`config.mk`:
```
export PLATFORM = sky130hd
export DESIGN_NAME = date_add_subtract_days
export DESIGN_NICKNAME = d
export VERILOG_FILES = /design/src/rtl/dasd_pkg.sv /design/src/rtl/dasd_seq.sv /design/src/rtl/dasd_dp.sv /design/src/rtl/date_add_subtract_days.sv
export SDC_FILE = /design/constraint.sdc
export NUM_CORES = 1
export LEC_CHECK = 0
export BUFFER_PORTS_ARGS = -buffer_cell sky130_fd_sc_hd__clkbuf_2
export CORE_ASPECT_RATIO = 0.75
export CORE_MARGIN = 2
export CORE_UTILIZATION = 55
export DETAILED_ROUTE_END_ITERATION = 7
export GPL_ROUTABILITY_DRIVEN = 0
export PLACE_DENSITY = 0.72
export SYNTH_ARGS = -nofsm -noshare
export SYNTH_HDL_FRONTEND = slang
export SYNTH_SLANG_ARGS = --single-unit
```
`constraint.sdc`:
```
create_clock -name clk -period 7.8 [get_ports clk]
set_input_delay 0 -clock clk [delete_from_list [all_inputs] [get_ports clk]]
set_output_delay 0 -clock clk [all_outputs]
set_load 0.02 [all_outputs]
```
`src/rtl/dasd_pkg.sv`:
```
package dasd_pkg;

  localparam int unsigned YEAR_MAX      = 4095;
  localparam int unsigned DAYS_YEAR     = 365;
  localparam int unsigned DAYS_CYCLE    = 1461;
  localparam int unsigned RECIP_SHIFT   = 32;

  // floor(2^32 / 1461): the quotient estimate is exact or one low
  localparam logic [21:0] RECIP = 22'((64'd1 << RECIP_SHIFT) / 64'(DAYS_CYCLE));

  // day number of 31 December of the last year
  localparam logic [20:0] LAST_DAYNUM =
    21'((YEAR_MAX - 1) * DAYS_YEAR + (YEAR_MAX - 1) / 4 + 334 + 31 - 1);

  // micro-operations
  localparam logic [3:0] OP_IDLE = 4'd0;
  localparam logic [3:0] OP_MULY = 4'd1;
  localparam logic [3:0] OP_DNUM = 4'd2;
  localparam logic [3:0] OP_OFFS = 4'd3;
  localparam logic [3:0] OP_MULR = 4'd4;
  localparam logic [3:0] OP_CYC  = 4'd5;
  localparam logic [3:0] OP_MULC = 4'd6;
  localparam logic [3:0] OP_REM  = 4'd7;
  localparam logic [3:0] OP_YEAR = 4'd8;
  localparam logic [3:0] OP_MDAY = 4'd9;
  localparam logic [3:0] OP_DONE = 4'd10;

  typedef struct packed {
    logic       active;
    logic [3:0] op;
  } ctrl_t;

  typedef struct packed {
    logic [3:0] op;
    logic       jmp_err;
    logic [3:0] target;
  } ucode_t;

  function automatic logic [4:0] month_len(input logic [3:0] m, input logic leap);
    logic [4:0] len;
    case (m)
      4'd1, 4'd3, 4'd5, 4'd7, 4'd8, 4'd10, 4'd12: len = 5'd31;
      4'd4, 4'd6, 4'd9, 4'd11: len = 5'd30;
      4'd2: len = leap ? 5'd29 : 5'd28;
      default: len = 5'd0;
    endcase
    return len;
  endfunction

  // days in the year before the first of month m
  function automatic logic [8:0] cum_days(input logic [3:0] m, input logic leap);
    logic [8:0] c;
    case (m)
      4'd1: c = 9'd0;
      4'd2: c = 9'd31;
      4'd3: c = 9'd59;
      4'd4: c = 9'd90;
      4'd5: c = 9'd120;
      4'd6: c = 9'd151;
      4'd7: c = 9'd181;
      4'd8: c = 9'd212;
      4'd9: c = 9'd243;
      4'd10: c = 9'd273;
      4'd11: c = 9'd304;
      4'd12: c = 9'd334;
      default: c = 9'd0;
    endcase
    if (leap && m > 4'd2) c = c + 9'd1;
    return c;
  endfunction

endpackage

```
`src/rtl/dasd_seq.sv`:
```
module dasd_seq
  import dasd_pkg::*;
(
  input  logic  clk,
  input  logic  rst,
  input  logic  start,
  input  logic  err,
  input  logic  retire,
  output ctrl_t ctrl
);

  logic [3:0] step;
  logic       active;
  ucode_t     word;

  // microprogram
  always_comb begin
    case (step)
      4'd0: word = '{op: OP_MULY, jmp_err: 1'b0, target: 4'd0};
      4'd1: word = '{op: OP_DNUM, jmp_err: 1'b1, target: 4'd9};
      4'd2: word = '{op: OP_OFFS, jmp_err: 1'b0, target: 4'd0};
      4'd3: word = '{op: OP_MULR, jmp_err: 1'b1, target: 4'd9};
      4'd4: word = '{op: OP_CYC,  jmp_err: 1'b0, target: 4'd0};
      4'd5: word = '{op: OP_MULC, jmp_err: 1'b0, target: 4'd0};
      4'd6: word = '{op: OP_REM,  jmp_err: 1'b0, target: 4'd0};
      4'd7: word = '{op: OP_YEAR, jmp_err: 1'b0, target: 4'd0};
      4'd8: word = '{op: OP_MDAY, jmp_err: 1'b0, target: 4'd0};
      default: word = '{op: OP_DONE, jmp_err: 1'b0, target: 4'd0};
    endcase
  end

  always_ff @(posedge clk) begin
    if (rst) begin
      active <= 1'b0;
      step   <= 4'd0;
    end else if (start) begin
      active <= 1'b1;
      step   <= 4'd0;
    end else if (active) begin
      if (word.op == OP_DONE) begin
        if (retire) active <= 1'b0;
      end else if (word.jmp_err && err) begin
        step <= word.target;
      end else begin
        step <= step + 4'd1;
      end
    end
  end

  assign ctrl.active = active;
  assign ctrl.op     = active ? word.op : OP_IDLE;

endmodule

```
`src/rtl/dasd_dp.sv`:
```
module dasd_dp
  import dasd_pkg::*;
(
  input  logic        clk,
  input  logic        start,
  input  ctrl_t       ctrl,
  input  logic        kind,
  input  logic [4:0]  day,
  input  logic [3:0]  month,
  input  logic [11:0] year,
  input  logic [15:0] offset,
  output logic        err,
  output logic [4:0]  res_day,
  output logic [3:0]  res_month,
  output logic [11:0] res_year
);

  logic        kind_r;
  logic [4:0]  day_r;
  logic [3:0]  month_r;
  logic [11:0] year_r;
  logic [15:0] offs_r;

  logic [42:0] prod;
  logic [20:0] n;
  logic [9:0]  cyc;
  logic [10:0] rem;
  logic [11:0] yr;
  logic [4:0]  rday;
  logic [3:0]  rmonth;

  logic [11:0] ym1;
  logic        in_leap;
  logic        in_ok;
  logic [21:0] sum;
  logic [11:0] rem_raw;
  logic [1:0]  yo;
  logic [10:0] yo_days;
  logic        leap;
  logic [3:0]  mon;
  logic [8:0]  mcum;

  assign ym1     = year_r - 12'd1;
  assign in_leap = (year_r[1:0] == 2'b00);
  assign in_ok   = (year_r != 12'd0) && (month_r >= 4'd1) && (month_r <= 4'd12) &&
                   (day_r != 5'd0) && (day_r <= month_len(month_r, in_leap));
  assign sum     = {1'b0, n} + {6'd0, offs_r};
  assign rem_raw = 12'(n - prod[20:0]);

  always_comb begin
    if (rem >= 11'd1095) begin
      yo = 2'd3; yo_days = 11'd1095;
    end else if (rem >= 11'd730) begin
      yo = 2'd2; yo_days = 11'd730;
    end else if (rem >= 11'd365) begin
      yo = 2'd1; yo_days = 11'd365;
    end else begin
      yo = 2'd0; yo_days = 11'd0;
    end
  end

  // month search: independent compares against the month start table
  assign leap = (yr[1:0] == 2'b00);
  always_comb begin
    mon = 4'd1;
    for (int k = 2; k <= 12; k++) begin
      if ({2'b00, rem[8:0]} >= {2'b00, cum_days(4'(k), leap)}) mon = 4'(k);
    end
  end
  assign mcum = cum_days(mon, leap);

  always_ff @(posedge clk) begin
    if (start) begin
      kind_r  <= kind;
      day_r   <= day;
      month_r <= month;
      year_r  <= year;
      offs_r  <= offset;
    end
    case (ctrl.op)
      OP_MULY: begin
        prod <= {22'd0, ym1 * 21'(DAYS_YEAR)};
        err  <= !in_ok;
      end
      OP_DNUM: begin
        n <= prod[20:0] + {11'd0, ym1[11:2]} + {12'd0, cum_days(month_r, in_leap)} +
             {16'd0, day_r} - 21'd1;
      end
      OP_OFFS: begin
        if (kind_r) begin
          n   <= n - {5'd0, offs_r};
          err <= err | (n < {5'd0, offs_r});
        end else begin
          n   <= sum[20:0];
          err <= err | (sum > {1'b0, LAST_DAYNUM});
        end
      end
      OP_MULR: prod <= n * RECIP;
      OP_CYC:  cyc  <= prod[RECIP_SHIFT +: 10];
      OP_MULC: prod <= {22'd0, 21'(cyc) * 21'(DAYS_CYCLE)};
      OP_REM: begin
        // estimate can be one low: single correction
        if (rem_raw >= 12'(DAYS_CYCLE)) begin
          cyc <= cyc + 10'd1;
          rem <= 11'(rem_raw - 12'(DAYS_CYCLE));
        end else begin
          rem <= rem_raw[10:0];
        end
      end
      OP_YEAR: begin
        rem <= rem - yo_days;
        yr  <= {cyc, yo} + 12'd1;
      end
      OP_MDAY: begin
        rmonth <= mon;
        rday   <= 5'(rem[8:0] - mcum + 9'd1);
      end
      default: ;
    endcase
  end

  assign res_day   = err ? day_r   : rday;
  assign res_month = err ? month_r : rmonth;
  assign res_year  = err ? year_r  : yr;

endmodule

```
`src/rtl/date_add_subtract_days.sv`:
```
// date plus or minus a day count
//
// input transaction: kind, day, month, year, offset, taken when in_valid is
// high and in_stall low. kind 0 adds offset days, kind 1 subtracts them.
// output transaction: out_day, out_month, out_year, error, taken when
// out_valid is high and out_stall low. error repeats the input date.
//
// one item at a time, run by a ten-step microprogram over one datapath
// in which three multiplications share the product register. a new item
// is taken only after the last one has passed its final step. an invalid
// input date jumps from the day-number step to the final step, a result
// out of range from the step after the offset step.
// the result sits in an output register, so a stalled receiver holds only
// the output: the next item is taken and computed, then waits at its last
// step until the output register frees.
// reset empties the output register and idles the sequencer.
module date_add_subtract_days
  import dasd_pkg::*;
(
  input  logic        clk,
  input  logic        rst,
  input  logic        in_valid,
  output logic        in_stall,
  input  logic        kind,
  input  logic [4:0]  day,
  input  logic [3:0]  month,
  input  logic [11:0] year,
  input  logic [15:0] offset,
  output logic        out_valid,
  input  logic        out_stall,
  output logic [4:0]  out_day,
  output logic [3:0]  out_month,
  output logic [11:0] out_year,
  output logic        error
);

  ctrl_t       ctrl;
  logic        start;
  logic        retire;
  logic        err;
  logic [4:0]  res_day;
  logic [3:0]  res_month;
  logic [11:0] res_year;

  // no input transaction while reset is held
  assign in_stall = rst || ctrl.active;
  assign start    = in_valid && !in_stall;
  assign retire   = ctrl.active && (ctrl.op == OP_DONE) && (!out_valid || !out_stall);

  dasd_seq u_seq (
    .clk    (clk),
    .rst    (rst),
    .start  (start),
    .err    (err),
    .retire (retire),
    .ctrl   (ctrl)
  );

  dasd_dp u_dp (
    .clk       (clk),
    .start     (start),
    .ctrl      (ctrl),
    .kind      (kind),
    .day       (day),
    .month     (month),
    .year      (year),
    .offset    (offset),
    .err       (err),
    .res_day   (res_day),
    .res_month (res_month),
    .res_year  (res_year)
  );

  always_ff @(posedge clk) begin
    if (rst) begin
      out_valid <= 1'b0;
    end else if (retire) begin
      out_valid <= 1'b1;
    end else if (!out_stall) begin
      out_valid <= 1'b0;
    end
  end

  always_ff @(posedge clk) begin
    if (retire) begin
      out_day   <= res_day;
      out_month <= res_month;
      out_year  <= res_year;
      error     <= err;
    end
  end

  a_busy_after_accept: assert property (@(posedge clk) disable iff (rst)
    (in_valid && !in_stall) |=> in_stall)
    else $error("sequencer not busy after input transaction");

  a_out_from_done: assert property (@(posedge clk) disable iff (rst)
    $rose(out_valid) |-> $past(ctrl.op == OP_DONE))
    else $error("output loaded outside the final step");

  a_good_date: assert property (@(posedge clk) disable iff (rst)
    (out_valid && !error) |-> (out_day != 5'd0 && out_month >= 4'd1 &&
                               out_month <= 4'd12 && out_year != 12'd0))
    else $error("result date out of range without error");

endmodule

```
==> results.md, run 1 <==
* Crit path max-delay cell type: fa_1
* R2R depth at 21
* Status: completed
* Async SR Flop Fraction at 0
* Simple-gate portion of the synthesized area at 0.0969
* Design Area, Final at between 0.02 and 0.03 sq mm
* Fraction of layout instances using a drive strength above 1 at 0.0673
* Data required time of the critical path at 8.11 ns
* Remaining number of nets flagged by the antenna check after routing at 0
* Fraction of the cycle the final worst path needs at 0.829
* Cell family contributing the most delay on the critical path: adder cells
* Clock transition at the registers of the reported paths at about 0.070 ns
* Total stage count of the critical path at 21
* WL final at slightly above 60000 microns
* Most frequent standard cell in the layout excluding fill and tap cells: inv_1
* Accumulated negative setup slack at 0 ns
* Crit-path most repeated cell: fa_1
* Number of synthesized flops with an enable pin at 155
* Number of placement rows at 66
* Final hold violation count at 0
* DP Wirelength at between 50000 and 60000 microns
* Initial antenna violation count at 0
* Worst clock skew at about 0.0099 ns
* Ordered list of cells on the worst path: or3_1 > or3_1 > or2_2 > nor2_1 > xor2_1 > ha_1 > fa_1 > inv_1 > fa_1 > fa_1 > inv_1 > ha_1 > nor2b_1 > o21ai_1 > a21boi_0 > o211ai_1 > a21oi_1 > a2111oi_0 > nor3_1 > or4b_1 > a32oi_1
* Number of setup violations in the final report at 0
* Prevailing post-synth register cell: edfxtp_1
* Area enclosed by the die boundary at roughly 0.046 sq mm
* Number of detailed-routing iterations run before antenna repair at 5
* Signed area change from the synthesized netlist to the final layout at 8.15%
* Number of clock sinks at 175
* Classification of the worst-slack hold path: in -> reg
* Global-route usage over all layers at 0.280
* Slew @ Worst Pin at between 1 and 1.5 ns
* Worst-path maximum fanout at 5
* Netlist Area Pre-Place at ~0.024 sq mm
* Per-cell via count in the routed design at ~5.8
* Number of warnings printed during yosys synthesis at 0
* Number of remaining DRC errors at 0
* Post-CTS Setup Inserts at 0
* Register area share after synthesis at 0.208
* WL per Instance at between 15 and 20 microns
* Synth Net Count at roughly 3200
* Max-cap viol count at 0
* Number of distinct library cells after synthesis at a little under 90
* Count of state elements after synthesis at about 180
* Area of the core region at about 0.044 sq mm
* Final period demand of the worst path at 6.47 ns
* Number of standard cells after synthesis at 2494
* Maximum clock frequency at 155 MHz
* H-tree level count at 4
* Area fraction in compound gates after synthesis at 0.128
* Worst setup path category: reg -> reg
* Unrepaired setup endpoints after global routing: false
* TritonCTS clock tree: yes
* Delay of the slowest critical-path stage at between 0.5 and 0.6 ns
* Total Nets Final at between 3000 and 4000
* Fraction of synthesized area in multiplexers at 0.0195
* Total cell area at the placement stage at 0.0253 sq mm
* Adder-Cell Fraction of Synth Area at 0.413
* Clock root cell: clkbuf_16
* Worst relative slew slack at 0.211
* Hold depth at 3
* Hold slack final at about 0.11 ns
* Arr. time, crit path at between 6 and 7 ns
* Commonest cells after routing, fill and taps aside: inv_1 (463), ha_1 (412), fa_1 (245)
* Wire length of the first global-routing pass at 99700 microns
* IO Count at 66
* Mean area per synthesized cell at between 9 and 10 sq um
* Max Root-Sink Buffers at 2
* Final Max Slew Viols at 0
* Die width at about 250 microns
* Starting utilization of the core area at 0.560
* Total CTS buffers at 17
* Sum of overflow across all layers after global routing at 0
* Buffers added on ports at 65
* Via count of the first global-routing pass at between 15000 and 20000
* Insertion delay to the later sink of the worst-skew pair at 0.48 ns
* Main combinational cell family by area after synthesis: adder cells
* Overall die height at 186 microns
* Worst Path Buf+Inv at 2
* Startpoint type of the worst setup path: register
* Largest net degree at the start of global routing at 43
* Endpoint kind of the worst setup timing path: register
* Violation count after the first detailed-route iteration at 1492
* Number of gates given a new drive strength after cts at 0
* Xor and xnor fraction of the mapped netlist area at 0.0557
* Number of buffers inserted by hold repair at cts at 41
* Vias after detailed routing at roughly 19000
## cells by family (layout without fill, tap and decap cells)
| group | count (synthesis) | count (layout) |
|---|---|---|
| XOR/XNOR | 154 | 154 |
| adder cells (fa/ha/maj) | 657 | 657 |
| multiplexers | 44 | 44 |
| buffers and inverters | 508 | 613 |
| AO/OA/AOI/OAI | 475 | 475 |
| other | 0 | 1 |
| AND/OR/NAND/NOR | 481 | 481 |
| flip-flops | 175 | 175 |
## state kept, by name (all words and copies together) (netlist names), named ones only
signal,cells
out_day,5
u_dp.rem,11
u_seq.word,5
out_month,4
u_dp.day_r,5
u_dp.err,1
u_dp.kind_r,1
u_dp.cyc,10
error,1
u_dp.rmonth,4
u_dp.prod,31
u_dp.n,21
u_seq.active,1
u_seq.step,4
out_valid,1
u_dp.rday,5
u_dp.yr,12
out_year,12
u_dp.year_r,12
u_dp.offs_r,16
u_dp.month_r,4
## area by class of cell
| cell class | instances | area (sq um) |
|---|---|---|
| Antenna cell | 1 | 2.50 |
| Clock buffer | 17 | 425 |
| Clock inverter | 15 | 171 |
| Fill cell | 3544 | 17200 |
| Inverter | 463 | 1740 |
| Multi-Input combinational cell | 1811 | 17400 |
| Sequential cell | 175 | 5050 |
| Tap cell | 578 | 723 |
| Timing Repair Buffer | 118 | 826 |
## per-stage QoR
step | setup slack [ns] | cells | util
2_1_floorplan | 1.84 | 2494 | -
3_3_place_gp | 1.47 | 3104 | 0.582
3_5_place_dp | 1.40 | 3104 | 0.582
4_1_cts | 1.36 | 3177 | 0.605
5_1_grt | 0.860 | 3177 | 0.605
6_report | 1.33 | 3178 | 0.605
## layer usage
metal / track usage / wire, microns / vias to the layer above
met2: 0.429 / 26900 / 678
met5: 0.0105 / 65 / -
met4: 0.0713 / 1400 / 2
met1: 0.381 / 27000 / 9041
met3: 0.0930 / 6090 / 97
li1: - / - / 8723
## cell usage after synthesis, types with 7 or more instances
master | n | area (sq um)
o21ai_0 | 94 | 470
dfxtp_1 | 20 | 400
or3_1 | 21 | 131
a21oi_1 | 139 | 696
a221oi_1 | 8 | 70.1
o31ai_1 | 12 | 90.1
nor3_1 | 45 | 225
or2_2 | 13 | 81.3
xor2_1 | 53 | 464
a21o_1 | 29 | 218
nand2b_1 | 21 | 131
clkbuf_1 | 36 | 135
o21a_1 | 22 | 165
a21boi_0 | 7 | 52.6
o211ai_1 | 14 | 105
nand2_1 | 140 | 526
nor2b_1 | 14 | 87.6
a2111oi_0 | 7 | 61.3
nand3_1 | 41 | 205
o221ai_1 | 8 | 70.1
and3_1 | 19 | 119
ha_1 | 412 | 5150
nand4_1 | 11 | 68.8
a211oi_1 | 19 | 143
a31oi_1 | 30 | 188
nor2_1 | 105 | 394
o21bai_1 | 13 | 97.6
edfxtp_1 | 155 | 4650
inv_1 | 463 | 1740
xnor2_1 | 100 | 876
nor4_1 | 11 | 68.8
mux2i_1 | 19 | 190
fa_1 | 245 | 4900
mux2_2 | 24 | 270
## worst reg2reg max path: cells and delay by family, from the launching register on
kind	cells	cell delay (ns)
AOI/OAI and AO/OA	6	1.23
xor gates and xnor gates	1	0.26
adders and majority gates	5	2.24
buffers and inverters	2	0.10
DFF	1	0.46
and+or+nand+nor	7	2.01
## worst paths after layout
check	slack [ns]	from	end
worst max-delay path	1.33	u_dp.year_r[2]	u_dp.prod[19]
worst min-delay path	0.11	out_stall	error
worst max register to register	1.33	u_dp.year_r[2]	u_dp.prod[19]
worst min register to register	0.54	u_dp.prod[32]	u_dp.cyc[0]
Power of run 1 is left out: the tool's default activity adds up to more than one toggle a clock period on the data nets, which glitch-free logic cannot reach.
==> run 2, diff against run 1 <==
Settings changed: ABC_AREA set to 1.
Clock period 7.8 ns to 6.1 ns, I/O delays scaled along.
==> results.md, run 2 <==
* Most frequent standard cell in the layout excluding fill and tap cells: inv_1
* Buffers added on ports at 65 (unchanged)
* Register area share after synthesis at 0.200 (-0.00728)
* Prevailing post-synth register cell: edfxtp_1
* IO Count at 66 (unchanged)
* R2R depth at 25 (+19%)
* Slew @ Worst Pin at 1.24 ns (+0.0529 ns)
* Layout fillers at 3882 (+9.5%)
* Global routing met2 resource utilization at 0.449 (+0.0197)
* Remaining number of nets flagged by the antenna check after routing at 0 (unchanged)
* Async SR Flop Fraction at 0 (unchanged)
* Number of placement rows at 67 (+1.5%)
* Fraction of the cycle the final worst path needs at 0.937 (+0.108)
* IR drop worst, VDD at 0.000545 V
* Wire length of the first global-routing pass at 113000 microns (+13%)
* Final period demand of the worst path at 5.71 ns (-0.752 ns)
* Busiest metal layer after global routing: met1
* Most frequent cells after synthesis: inv_1 (632), nand2_1 (551), ha_1 (412), fa_1 (245), a21oi_1 (192)
* Final setup slack of the worst path at 0.386 ns (-0.948 ns)
* Number of distinct library cells after synthesis at 60 (-33%)
* Sum of overflow across all layers after global routing at 0 (unchanged)
* Total leakage power at 13.9 nW
* Worst setup path category: reg -> reg
* Per-cell via count in the routed design at 5.73 (-1.9%)
* Netlist Area Pre-Place at 0.0252 sq mm (+3.6%)
* Endpoint kind of the worst setup timing path: register
* Arr. time, crit path at 5.94 ns (-0.84 ns)
* P_sw at ~6.6 mW
* Mean area per synthesized cell at 8.28 sq um (-15%)
* Top post-synthesis cells by area: ha_1 (20%), fa_1 (19%), edfxtp_1 (18%)
* Commonest cells after routing, fill and taps aside: inv_1 (630), nand2_1 (551), ha_1 (412)
* GRT met3 Usage at 0.0833 (-0.00966)
* Relative contribution of combinational cells to total power at 0.774
* WL final at 70500 microns (+15%)
* Starting utilization of the core area at 0.561 (+0.00106)
* Status: completed
* Worst clock skew at 0.0204 ns (+0.0105 ns)
* Max-cap viol count at 0 (unchanged)
* Unrepaired setup endpoints after global routing: false
* Number of detailed-routing iterations run before antenna repair at 6 (+1)
* Beginning of the worst register-to-register path: u_dp.year_r[0]
* Die width at 251 microns (+1.8%)
* Violation count after the first detailed-route iteration at 2190 (+47%)
* Vias after detailed routing at 21608 (+17%)
* Number of setup violations in the final report at 0 (unchanged)
* TritonCTS clock tree: yes
* H-tree level count at 4 (unchanged)
* Number of remaining DRC errors at 0 (unchanged)
* Data required time of the critical path at 6.33 ns (-1.78 ns)
* Cell with the most instances after synthesis: inv_1
* Max Root-Sink Buffers at 2 (unchanged)
* Classification of the worst-slack hold path: in -> reg
* Overall die height at 190 microns (+1.8%)
* Worst reg2reg endpoint: u_dp.prod[18]
* Crit path from: u_dp.year_r[0]
* Register with the most flip-flops: u_dp.prod
* Area enclosed by the die boundary at 0.0476 sq mm (+3.6%)
* Number of standard cells after synthesis at 3050 (+22%)
* Largest net degree at the start of global routing at 40 (-7.0%)
* Clock root cell: clkbuf_16
* Clock power share at 0.094
* Endpoint of the most critical setup path: u_dp.prod[18]
* Largest register FFs at 31 (unchanged)
* Number of diodes added for antenna fixing at 0 (-1)
* Slack of the worst reg-to-reg path at 0.39 ns (-0.95 ns)
* Switching Fraction at 0.541
* Signed area change from the synthesized netlist to the final layout at 8.62%
* WL per Instance at 18.7 microns (-3.5%)
* Area of the core region at 0.0450 sq mm (+3.4%)
* Total Nets Final at 3874 (+18%)
* Sequential cell fraction of total power at 0.132
* Total power divided by cell area at 442 mW/mm^2
* Global-route usage over all layers at 0.304 (+0.0247)
* Largest registers: u_dp.prod: 31 flops, u_dp.n: 21 flops, u_dp.offs_r: 16 flops
* Accumulated negative setup slack at 0 ns (unchanged)
* Number of warnings printed during yosys synthesis at 0 (unchanged)
* Maximum clock frequency at 175 MHz (+13%)
* Internal power consumption at 5.55 mW
* DP Wirelength at 59400 microns (+18%)
* Final hold violation count at 0 (unchanged)
* Fraction of layout instances using a drive strength above 1 at 0.0571 (-0.0102)
* Final design utilization at 0.609 (+0.00377)
* Met1 track utilization from global routing at 0.453 (+0.0723)
* Biggest area consumer among synthesized cells: ha_1
* Worst-path maximum fanout at 7 (+2)
* Final Max Slew Viols at 0 (unchanged)
* Synth Net Count at 3749 (+17%)
* Initial antenna violation count at 0 (unchanged)
* Number of synthesized flops with an enable pin at 155 (unchanged)
* Worst relative slew slack at 0.175 (-0.0362)
* Fraction of post-synthesis cell area in the top cell type by area at 0.204 (-0.00743)
* Via count of the first global-routing pass at 20985 (+10%)
* Insertion delay to the later sink of the worst-skew pair at 0.48 ns (about the same)
* Number of clock sinks at 175 (unchanged)
* Startpoint type of the worst setup path: register
* Worst setup slack after placement at 0.270 ns (-1.13 ns)
* Count of state elements after synthesis at 175 (unchanged)
* Clock transition at the registers of the reported paths at 0.09 ns (+0.02 ns)
* Total CTS buffers at 17 (unchanged)
[run 2: layer usage]
| metal | part of all wire | vias up |
|---|---|---|
| li1 | - | 10162 |
| met1 | 0.45 | 10259 |
| met2 | 0.42 | 1112 |
| met3 | 0.12 | 75 |
| met4 | 0.013 | 0 |
| met5 | 0 | - |
[run 2: cell type report]
class                           instances  area (sq um)  share of cell area
Tap cell                              586           733              0.0267
Sequential cell                       175          5050               0.184
Inverter                              644          2420              0.0882
Clock inverter                         14           146             0.00534
Multi-Input combinational cell       2196         17600               0.643
Timing Repair Buffer                  141           998              0.0364
Clock buffer                           18           429              0.0157
[run 2: timing repair]
action,4_1_cts,5_1_grt
endpoints found under the hold margin,44,0
buffers inserted,0,1
endpoints found under the setup margin,0,9
hold buffers,41,0
resized for setup,0,9
[run 2: power by group through the flow]
stage | Sequential, mW | Clock, mW | Combinational, mW
global placement | 1.62 | 0 | 8.91
CTS | 1.59 | 1.14 | 9.22
global route | 1.60 | 1.18 | 10.7
floorplan | 1.60 | 0 | 6.76
finish | 1.60 | 1.14 | 9.37
detailed placement | 1.62 | 0 | 9.06
[run 2: worst min-delay path by stage]
stage | startpoint | to | cells past startpoint
final | offset[15] | u_dp.offs_r[15] | 2
after global routing | kind | u_dp.kind_r | 2
after CTS | offset[11] | u_dp.offs_r[11] | 2
after detailed placement | offset[11] | u_dp.offs_r[11] | 1
after global placement | offset[9] | u_dp.offs_r[9] | 1
after floorplan | rst | out_valid | 1
[run 2: logic make-up (layout without fill, tap and decap cells)]
| kind of cell | after synthesis | in the layout | synth area share |
|---|---|---|---|
| AOI/OAI and AO/OA | 467 | 467 | 0.104 |
| xor gates and xnor gates | 88 | 88 | 0.0308 |
| adders and majority gates | 657 | 657 | 0.399 |
| buffers and inverters | 679 | 817 | 0.102 |
| DFF | 175 | 175 | 0.200 |
| muxes | 1 | 1 | 0.000397 |
| and+or+nand+nor | 983 | 983 | 0.164 |
[run 2: worst max-delay path: stages (launching register included)]
cell	delay, ns
edfxtp_1	0.40
inv_2	0.14
ha_1	0.26
inv_1	0.14
nor2_1	0.18
nand2_1	0.09
nor2_1	0.13
xor2_1	0.24
inv_1	0.12
ha_1	0.40
inv_1	0.09
fa_1	0.51
inv_1	0.05
fa_1	0.48
fa_1	0.45
ha_1	0.37
a21oi_1	0.16
inv_1	0.05
a31oi_1	0.26
o21ai_0	0.18
a21boi_1	0.21
o21ai_1	0.13
nand2_1	0.09
nand2_1	0.06
o21ai_0	0.19
nand3_1	0.10
[run 2: per-stage QoR]
step	std cells	instance area, sq um	power (mW)	hold WS (ns)
final	3774	27400	12.1	0.231
after global routing	3774	27400	13.5	0.221
after CTS	3773	27400	11.9	0.216
after detailed placement	3700	26400	10.7	0.179
after global placement	3700	26400	10.5	0.177
after floorplan	3050	25200	8.35	0.0691
Note: power is estimated with default switching activity, not from simulation.
